===== src/sv/lfu_pkg.sv =====
// ---------------------------------------------------------------------------
// lfu_pkg
// shared widths, constants and control types for the lfu cache table
// ---------------------------------------------------------------------------
package lfu_pkg;

  localparam int Capacity = 16;
  localparam int IdxW     = $clog2(Capacity);
  localparam int CntW     = $clog2(Capacity + 1);
  localparam int UseW     = 16;
  localparam int KeyW     = 32;
  localparam int DataW    = 32;

  localparam logic [UseW-1:0] UseMax = {UseW{1'b1}};

  localparam logic FuncGet = 1'b0;
  localparam logic FuncPut = 1'b1;

  // one entry's metadata as held in the memory
  typedef struct packed {
    logic [KeyW-1:0]  key;
    logic [DataW-1:0] data;
    logic [UseW-1:0]  uses;
    logic [IdxW-1:0]  rank;
  } entry_t;

  // write port request into the entry memory
  typedef struct packed {
    logic             we;
    logic [IdxW-1:0]  addr;
    entry_t           wdata;
  } mem_wr_t;

endpackage


===== src/sv/lfu_entry_ram.sv =====
// ---------------------------------------------------------------------------
// lfu_entry_ram
// synchronous memory with one write port and one read port, one entry per row
// ---------------------------------------------------------------------------
module lfu_entry_ram (
  input  logic              clk,
  input  lfu_pkg::mem_wr_t  wr,
  input  logic [lfu_pkg::IdxW-1:0] raddr,
  output lfu_pkg::entry_t   rdata
);
  import lfu_pkg::*;

  entry_t mem [Capacity];

  // write then registered read
  always_ff @(posedge clk) begin
    if (wr.we) begin
      mem[wr.addr] <= wr.wdata;
    end
    rdata <= mem[raddr];
  end

endmodule


===== src/sv/lfu_ctrl.sv =====
// ---------------------------------------------------------------------------
// lfu_ctrl
// sequencer: scans the entry memory for key and victim, then updates ranks
// ---------------------------------------------------------------------------
module lfu_ctrl (
  input  logic                       clk,
  input  logic                       rst,
  input  logic [lfu_pkg::CntW-1:0]   cap_in_use,
  input  logic                       in_valid,
  output logic                       in_ready,
  input  logic                       func,
  input  logic [lfu_pkg::KeyW-1:0]   key,
  input  logic [lfu_pkg::DataW-1:0]  value,
  output logic                       out_valid,
  input  logic                       out_ready,
  output logic                       hit,
  output logic [lfu_pkg::DataW-1:0]  read_value,
  output logic                       evicted,
  output logic [lfu_pkg::KeyW-1:0]   evicted_key,
  output lfu_pkg::mem_wr_t           wr,
  output logic [lfu_pkg::IdxW-1:0]   raddr,
  input  lfu_pkg::entry_t            rdata
);
  import lfu_pkg::*;

  localparam logic [2:0] StIdle  = 3'd0;
  localparam logic [2:0] StScan  = 3'd1;
  localparam logic [2:0] StDecide = 3'd2;
  localparam logic [2:0] StFix   = 3'd3;
  localparam logic [2:0] StWrite = 3'd4;

  logic [2:0] state;
  logic [Capacity-1:0] valid;
  logic [CntW-1:0] fill;

  // captured request
  logic             op;
  logic [KeyW-1:0]  op_key;
  logic [DataW-1:0] op_val;

  // scan pointers: issue address and the address whose data is arriving
  logic [CntW-1:0]  iss;
  logic             rd_pend;
  logic [IdxW-1:0]  rd_addr;

  // scan results
  logic             found;
  logic [IdxW-1:0]  found_idx;
  entry_t           found_ent;
  logic             vic_ok;
  logic [IdxW-1:0]  vic_idx;
  entry_t           vic_ent;
  logic             free_ok;
  logic [IdxW-1:0]  free_idx;

  // rank fixup decision
  logic             gap_on;
  logic [IdxW-1:0]  gap_rank;
  logic [IdxW-1:0]  tgt_idx;
  entry_t           tgt_ent;
  logic             tgt_we;
  logic             drop_vic;

  logic [CntW-1:0]  eff_cap;

  always_comb begin
    eff_cap = cap_in_use;
    if (cap_in_use == '0) eff_cap = CntW'(1);
    if (cap_in_use > CntW'(Capacity)) eff_cap = CntW'(Capacity);
  end

  assign in_ready = (state == StIdle) && !out_valid;
  assign raddr = iss[IdxW-1:0];

  // fixup pass writes the read row back with its rank adjusted
  entry_t fix_ent;
  always_comb begin
    fix_ent = rdata;
    if (gap_on && rdata.rank > gap_rank) begin
      fix_ent.rank = rdata.rank - IdxW'(1);
    end
  end

  always_comb begin
    wr = '0;
    if (state == StFix && rd_pend && valid[rd_addr] && rd_addr != tgt_idx) begin
      wr.we = 1'b1;
      wr.addr = rd_addr;
      wr.wdata = fix_ent;
    end else if (state == StWrite && tgt_we) begin
      wr.we = 1'b1;
      wr.addr = tgt_idx;
      wr.wdata = tgt_ent;
    end
  end

  always_ff @(posedge clk) begin
    if (rst) begin
      state <= StIdle;
      valid <= '0;
      fill <= '0;
      out_valid <= 1'b0;
      rd_pend <= 1'b0;
    end else begin
      if (out_valid && out_ready) out_valid <= 1'b0;
      unique case (state)
        StIdle: begin
          if (in_valid && in_ready) begin
            op <= func;
            op_key <= key;
            op_val <= value;
            iss <= '0;
            rd_pend <= 1'b0;
            found <= 1'b0;
            vic_ok <= 1'b0;
            free_ok <= 1'b0;
            state <= StScan;
          end
        end
        StScan: begin
          // one row issued and one row compared per cycle
          if (iss < CntW'(Capacity)) begin
            rd_pend <= 1'b1;
            rd_addr <= iss[IdxW-1:0];
            iss <= iss + CntW'(1);
          end else begin
            rd_pend <= 1'b0;
          end
          if (rd_pend) begin
            if (valid[rd_addr]) begin
              if (!found && rdata.key == op_key) begin
                found <= 1'b1;
                found_idx <= rd_addr;
                found_ent <= rdata;
              end
              if (!vic_ok || rdata.uses < vic_ent.uses ||
                  (rdata.uses == vic_ent.uses && rdata.rank < vic_ent.rank)) begin
                vic_ok <= 1'b1;
                vic_idx <= rd_addr;
                vic_ent <= rdata;
              end
            end else if (!free_ok) begin
              free_ok <= 1'b1;
              free_idx <= rd_addr;
            end
          end
          if (!rd_pend && iss == CntW'(Capacity)) state <= StDecide;
        end
        StDecide: begin
          gap_on <= 1'b0;
          tgt_we <= 1'b0;
          drop_vic <= 1'b0;
          hit <= found;
          read_value <= '0;
          evicted <= 1'b0;
          evicted_key <= '0;
          if (found) begin
            gap_on <= 1'b1;
            gap_rank <= found_ent.rank;
            tgt_we <= 1'b1;
            tgt_idx <= found_idx;
            tgt_ent <= found_ent;
            tgt_ent.rank <= fill[IdxW-1:0] - IdxW'(1);
            if (found_ent.uses != UseMax) tgt_ent.uses <= found_ent.uses + UseW'(1);
            if (op == FuncPut) tgt_ent.data <= op_val;
            else read_value <= found_ent.data;
          end else if (op == FuncPut) begin
            tgt_we <= 1'b1;
            tgt_ent.key <= op_key;
            tgt_ent.data <= op_val;
            tgt_ent.uses <= UseW'(1);
            if (fill >= eff_cap && vic_ok) begin
              // evict victim and reuse its row
              evicted <= 1'b1;
              evicted_key <= vic_ent.key;
              gap_on <= 1'b1;
              gap_rank <= vic_ent.rank;
              drop_vic <= 1'b1;
              tgt_idx <= vic_idx;
              tgt_ent.rank <= fill[IdxW-1:0] - IdxW'(1);
            end else if (free_ok) begin
              tgt_idx <= free_idx;
              tgt_ent.rank <= fill[IdxW-1:0];
            end else begin
              tgt_we <= 1'b0;
            end
          end
          iss <= '0;
          rd_pend <= 1'b0;
          state <= StFix;
        end
        StFix: begin
          // when a rank gap is open, a second sweep closes it on every other valid row
          if (!gap_on) begin
            state <= StWrite;
          end else begin
            if (iss < CntW'(Capacity)) begin
              rd_pend <= 1'b1;
              rd_addr <= iss[IdxW-1:0];
              iss <= iss + CntW'(1);
            end else begin
              rd_pend <= 1'b0;
            end
            if (!rd_pend && iss == CntW'(Capacity)) state <= StWrite;
          end
        end
        StWrite: begin
          if (tgt_we && !drop_vic && !found) begin
            valid[tgt_idx] <= 1'b1;
            fill <= fill + CntW'(1);
          end
          out_valid <= 1'b1;
          state <= StIdle;
        end
        default: state <= StIdle;
      endcase
    end
  end

endmodule


===== src/sv/lfu_cache_table.sv =====
// ---------------------------------------------------------------------------
// lfu_cache_table
// lfu key-value cache, ties broken by least recent use
// ---------------------------------------------------------------------------
// usage:
//   requests enter on in_valid/in_ready with func (0 get, 1 put), key, value.
//   one result per request leaves on out_valid/out_ready with hit,
//   read_value, evicted and evicted_key.
//   cap_in_use is written on cfg_valid/cfg_ready; the user must do so only
//   while the block is idle, and the block itself does not enforce it;
//   0 acts as 1, values above 16 act as 16.
// sequence: a hit or an eviction takes a key and victim scan of one memory
//   row per cycle, then a rank fixup sweep; a get miss or a put into a free
//   row takes the scan alone. One request at a time: the next request is
//   taken only after the previous result has left on out_valid/out_ready.
// reset: rst clears the valid bits and fill count, cap_in_use returns to 16;
//   no clearing pass is needed.
// stall: a held result blocks the next request until out_ready takes it.
// ---------------------------------------------------------------------------
module lfu_cache_table (
  input  logic        clk,
  input  logic        rst,
  input  logic        cfg_valid,
  output logic        cfg_ready,
  input  logic [4:0]  cfg_data,
  input  logic        in_valid,
  output logic        in_ready,
  input  logic        func,
  input  logic [31:0] key,
  input  logic [31:0] value,
  output logic        out_valid,
  input  logic        out_ready,
  output logic        hit,
  output logic [31:0] read_value,
  output logic        evicted,
  output logic [31:0] evicted_key
);
  import lfu_pkg::*;

  logic [CntW-1:0] cap_in_use;
  mem_wr_t         wr;
  logic [IdxW-1:0] raddr;
  entry_t          rdata;

  assign cfg_ready = 1'b1;

  // capacity register
  always_ff @(posedge clk) begin
    if (rst) begin
      cap_in_use <= CntW'(Capacity);
    end else if (cfg_valid && cfg_ready) begin
      cap_in_use <= cfg_data;
    end
  end

  lfu_entry_ram u_ram (
    .clk   (clk),
    .wr    (wr),
    .raddr (raddr),
    .rdata (rdata)
  );

  lfu_ctrl u_ctrl (
    .clk         (clk),
    .rst         (rst),
    .cap_in_use  (cap_in_use),
    .in_valid    (in_valid),
    .in_ready    (in_ready),
    .func        (func),
    .key         (key),
    .value       (value),
    .out_valid   (out_valid),
    .out_ready   (out_ready),
    .hit         (hit),
    .read_value  (read_value),
    .evicted     (evicted),
    .evicted_key (evicted_key),
    .wr          (wr),
    .raddr       (raddr),
    .rdata       (rdata)
  );

endmodule


===== config.mk =====
export PLATFORM = sky130hd
export DESIGN_NAME = lfu_cache_table
export DESIGN_NICKNAME = d
export VERILOG_FILES = /design/src/sv/lfu_pkg.sv /design/src/sv/lfu_entry_ram.sv /design/src/sv/lfu_ctrl.sv /design/src/sv/lfu_cache_table.sv
export SDC_FILE = /design/constraint.sdc
export NUM_CORES = 2
export LEC_CHECK = 0
export ABC_AREA = 0
export BUFFER_PORTS_ARGS = -buffer_cell sky130_fd_sc_hd__buf_2
export CAP_MARGIN = 15
export CORE_ASPECT_RATIO = 0.8
export CORE_UTILIZATION = 56
export CTS_BUF_LIST = sky130_fd_sc_hd__clkbuf_8
export CTS_CLUSTER_SIZE = 14
export DETAILED_ROUTE_END_ITERATION = 10
export HOLD_SLACK_MARGIN = 0.12
export PLACE_DENSITY_LB_ADDON = 0.12
export SYNTH_ARGS = -nofsm -noshare
export SYNTH_HDL_FRONTEND = slang
export SYNTH_HIERARCHICAL = 1
export SYNTH_SLANG_ARGS = --single-unit

===== constraint.sdc =====
create_clock -name clk -period 9.7 [get_ports clk]
set_clock_uncertainty 0.15 [all_clocks]
set_input_delay 2.425 -clock clk [delete_from_list [all_inputs] [get_ports clk]]
set_output_delay 2.425 -clock clk [all_outputs]
set_load 0.005 [all_outputs]

### Word-level counts from Yosys, hierarchy flattened

Memory sizes are Yosys's and may differ from the RTL's. A register that Yosys moved wholly into a read port is not among the register bits.
Cells that the tools add are included.

* output and inout bits: 69
* register bits after elaboration: 416
* input bits: 75
* memories: 1
* memory bits (writable): 1344

* eq/ne operators: 18
* $lt $le $gt $ge: 9
* multiplexer cells: 58
* reductions and logical operators: 49
* add/sub/neg operators: 5
* bitwise operators: 7

Memory list
* u_ram.mem: words 16, width 84, rd ports 1, clocked after memory_dff 1, wr ports 1, line lfu_entry_ram.sv:13 `entry_t mem [Capacity];`

Operator list (number)
* $mux 89: 2
* $mux 84: 2
* $mux 4: 12
* $eq 32x32->1: 1
* $mux 32: 1
* $mux 5: 5
* $mux 1: 22
* $pmux 5 s4: 1
* $reduce_and 5->1: 4
* $add 16x1->16 const B: 1
* $eq 16x16->1: 1
* $lt 16x16->1: 1
* $mux 16: 1
* $ne 16x16->1 const B: 1
* $or 16x16->16: 1
* $logic_and 1x1->1: 15
* $reduce_and 3->1: 5
* $mux 3: 4
* $ne 2x1->1 const B: 6
* $pmux 3 s4: 1
* $reduce_and 4->1: 3
* $reduce_and 6->1: 2
* $add 5x1->5 const B: 2
* $lt 4x5->1 const B: 2
* 30 further kinds: 50

### Depth between registers and ports, before layout

* depth after elaboration: 8
* mapped depth: 11

### Cells and area by module

Netlist, hierarchy kept.

Modules (own cells, without submodules)
* lfu_entry_ram: cells each 2154, instances 1, area each 52052.4 µm²
* lfu_ctrl: cells each 1089, instances 1, area each 16829.9 µm²
* lfu_cache_table: cells each 18, instances 1, area each 195.2 µm²

### Worst setup path after synthesis

OpenSTA, ideal clock, no wires.

* kind: input to register
* start point: input port rst
* end point: register u_ctrl/found_ent[0] (netlist bit), enable pin
* setup time: 0.643 ns
* path slack: 0.115 ns
* arrival time: 8.792 ns
* cell stages on the path: 3
* buffers on the path: 1
* data required time: 8.907 ns
* path through: clkbuf_1 nand2b_1 nor3_1

* word-level cells in the longest chain between the ends: 2

Ends and longest elaborated chain
* from (decl): line lfu_cache_table.sv:22 `input logic rst,`
* $not 1->1 (no source line)
* $reduce_and 5->1 (no source line)
* to (signal assigned): line lfu_ctrl.sv:134 `found_ent <= rdata;`
* to (decl): line lfu_ctrl.sv:49 `entry_t found_ent;`

No other way between the ends.
A chain may end at the register's enable or synchronous reset.

==> reports/metrics.csv <==
metric;value;unit
Final Hold Fails;0;
dpl cells;4923;
drt total wl;158000;um
worst hold stages;0;
synthesized cell area;69100;sq um
Reg clk slew, reported paths;0.07;ns
top_reg_cell synth;edfxtp_1;
Setup TNS;0;ns
CTS tree;built;
number of DRC violations after detailed-routing iteration 0;3493;
Rows;114;
Final setup viols;0;
Root Buffer;clkbuf_8;
initial antenna violation count;4;
DR vias;33779;
TritonCTS buffer count;292;
Post-route DRC;0;
reg2reg path depth;10;
Mapped Avg Cell Area;21.2;sq um
global-route wire length before repair;231000;um
total track usage;25.5;%
fin. max-slew vios;0;
Worst EP arrival;5.85;ns
fraction of registers with async set/reset;0;%
proportion of layout cells with a drive suffix above 1;27.7;%
port bufs;142;
GR Overflow Total;0;
Crit Path Category;reg2reg;
pin count of the biggest net entering global routing;156;
register bit count reported by yosys;1844;
width of the die;395;um
Synth area leader;edfxtp_1;
Setup WS pre-CTS;3.95;ns
Setup crit end kind;flop;
measured slew at the worst slew-check pin;1.23;ns
status;finished clean;
Max Freq;184;MHz
crit-path max FO;40;
fin nets;3702;
static leakage;28.8;nW
Ports;144;
final worst setup slack;4.26;ns
post-CTS setup buffer count;0;
DIE AREA;125000;sq um
final clock period utilization by the worst path;56.1;%
post-cts hold buffer count;0;
drt pass-1 iters;5;
RSZ-0062 raised after global routing;no;
clock latency at the later pin of the worst-skew pair;0.97;ns
Clock Tree Buf Depth;4;
TritonCTS Sinks;1844;
fill cell count;8223;
area grow syn2layout;11.7;%
post-route insts no fill;5431;
syn_nets;3370;
Post-synth EDFFs;1729;
R2R setup slack;4.26;ns
chip height;316;um
Yosys warning total;6;
final design area excluding fillers;77200;sq um
Max Cap Violations;0;
core area;122000;sq um
antenna viol nets, final;0;
Initial Util;56.8;%
vias in the first global route;34643;
maximum vdd drop;0.142;mV
vias per cell;6.22;
Post-DP Area;71700;sq um
Hold WC Path Type;reg2reg;
Seq/Total Area, Yosys;78.5;%
Final min period;5.44;ns
Final HPWL DP;85200;um
synthesized instance count;3261;
H-tree depth;5;
post-synth cell types;55;
Synth area leaders;edfxtp_1, mux4_2, dfxtp_1;
Placer Congestion;0.802;
Critical Path RT;10.11;ns
post-cts resize count;0;
crit start category;flop;
Yosys top cell area share;75.2;%
worst rel slew slack;18.1;%
pwr dens;206;nW/um^2
Routed wire per std cell;29.0;um
## state kept, by name, indices dropped and copies added, names as in the netlist, 3 cells and up
signal	flops
u_ram/mem	1344
u_ctrl/fill	5
u_ctrl/tgt_idx	4
u_ram/rdata	84
u_ctrl/vic_idx	4
u_ctrl/op_val	32
u_ctrl/iss	5
u_ctrl/op_key	32
u_ctrl/vic_ent	52
u_ctrl/free_idx	4
cap_in_use	5
u_ctrl/rd_addr	4
u_ctrl/found_idx	4
u_ctrl/state	3
u_ctrl/tgt_ent	84
u_ctrl/evicted_key	32
u_ctrl/read_value	32
u_ctrl/gap_rank	4
u_ctrl/valid	16
u_ctrl/found_ent	84
## metrics by stage
| step | hold WS, ns | power, mW | utilization [%] |
|---|---|---|---|
| after floorplan | 0.259 | 9.58 | - |
| after global placement | 0.271 | 9.87 | 59.0 |
| after detailed placement | 0.270 | 9.89 | 59.0 |
| after CTS | 0.279 | 16.0 | 63.5 |
| after global routing | 0.289 | 16.4 | 63.5 |
| final | 0.281 | 15.9 | 63.5 |
## power by group
part	internal [mW]	switching, mW	leakage [nW]
Clock	3.27	2.89	3.14
Combinational	0.327	0.579	5.74
Sequential	8.74	0.0682	19.9
Total	12.3	3.54	28.8
## worst max-delay path, cell delays in order, from the launching register on
cell      delay, ns
edfxtp_1       0.63
mux4_2         0.56
mux2_2         0.31
mux2i_4        0.26
nor2_4         0.05
buf_4          0.32
a22o_1         0.43
nand2b_1       0.38
nor2_4         0.49
buf_4          0.69
buf_4          0.73
## routing by layer
| metal | up-vias | part of all wire, % | GRT usage [%] |
|---|---|---|---|
| li1 | 14117 | - | - |
| met1 | 17851 | 43 | 38.8 |
| met2 | 1602 | 46 | 38.4 |
| met3 | 209 | 8.4 | 4.65 |
| met4 | 0 | 1.8 | 7.22 |
| met5 | - | 0 | 0 |
## cells in the final DEF (no fill, tap or decap), drive strengths merged, types with 5 or more instances in the layout
cell type,count
inv,129
mux2i,9
a31oi,8
and3,9
and2,68
a21o,5
nor3,22
a22o,87
nand4,13
mux2,66
nand2,119
clkbuf,338
mux4,340
nor2,73
nand3,15
a22oi,168
xnor2,20
edfxtp,1729
nand2b,8
clkinv,69
xor2,37
nor2b,14
a21oi,42
o21ai,15
nor4,10
dfxtp,115
ha,34
buf,205
## cells by family after synthesis
| kind of cell | after synthesis | share of synthesized area (%) |
|---|---|---|
| buffers and inverters | 204 | 1.34 |
| xor gates and xnor gates | 57 | 0.723 |
| adders and majority gates | 34 | 0.616 |
| and+or+nand+nor | 368 | 2.61 |
| AOI/OAI and AO/OA | 338 | 3.91 |
| other | 1 | 0.00543 |
| muxes | 415 | 12.3 |
| DFF | 1844 | 78.5 |
## final timing paths
| kind | from | to |
|---|---|---|
| setup / recovery | u_ctrl/rd_addr[1] | u_ram/mem[14][36] |
| hold / removal | u_ram/rdata[32] | u_ctrl/found_ent[32] |
| setup reg to reg | u_ctrl/rd_addr[1] | u_ram/mem[14][36] |
| hold reg to reg | u_ram/rdata[32] | u_ctrl/found_ent[32] |
## cell usage after synthesis, types with 4 or more instances
master	number
edfxtp_1	1729
mux4_2	340
a22oi_1	128
nand2_1	119
dfxtp_1	115
clkbuf_1	90
a22o_1	87
nor2_1	72
and2_1	67
mux2_2	66
buf_2	47
a21oi_1	42
a22oi_2	40
inv_1	37
xor2_1	37
ha_1	34
nor3_1	22
xnor2_1	20
nand3_1	15
o21ai_0	15
nand4_1	13
nor2b_1	13
buf_1	12
nor4_1	10
and3_1	9
buf_6	9
a31oi_1	8
buf_4	8
mux2i_1	8
nand2b_1	8
a21o_1	5
a211oi_1	4
or2_2	4
## area by class of cell
cell class / count / area (sq um) / share of cell area (%)
flip-flops and latches: 1844 / 54200 / 70.3
multi-input cells: 1213 / 14100 / 18.3
clock buffers: 338 / 4650 / 6.03
well taps: 1624 / 2030 / 2.63
repair buffers: 205 / 1230 / 1.60
clock inverters: 167 / 777 / 1.01
inverters: 37 / 143 / 0.185
diodes: 3 / 7.51 / 0.00973
No activity file was read; power rests on OpenSTA's default activity.
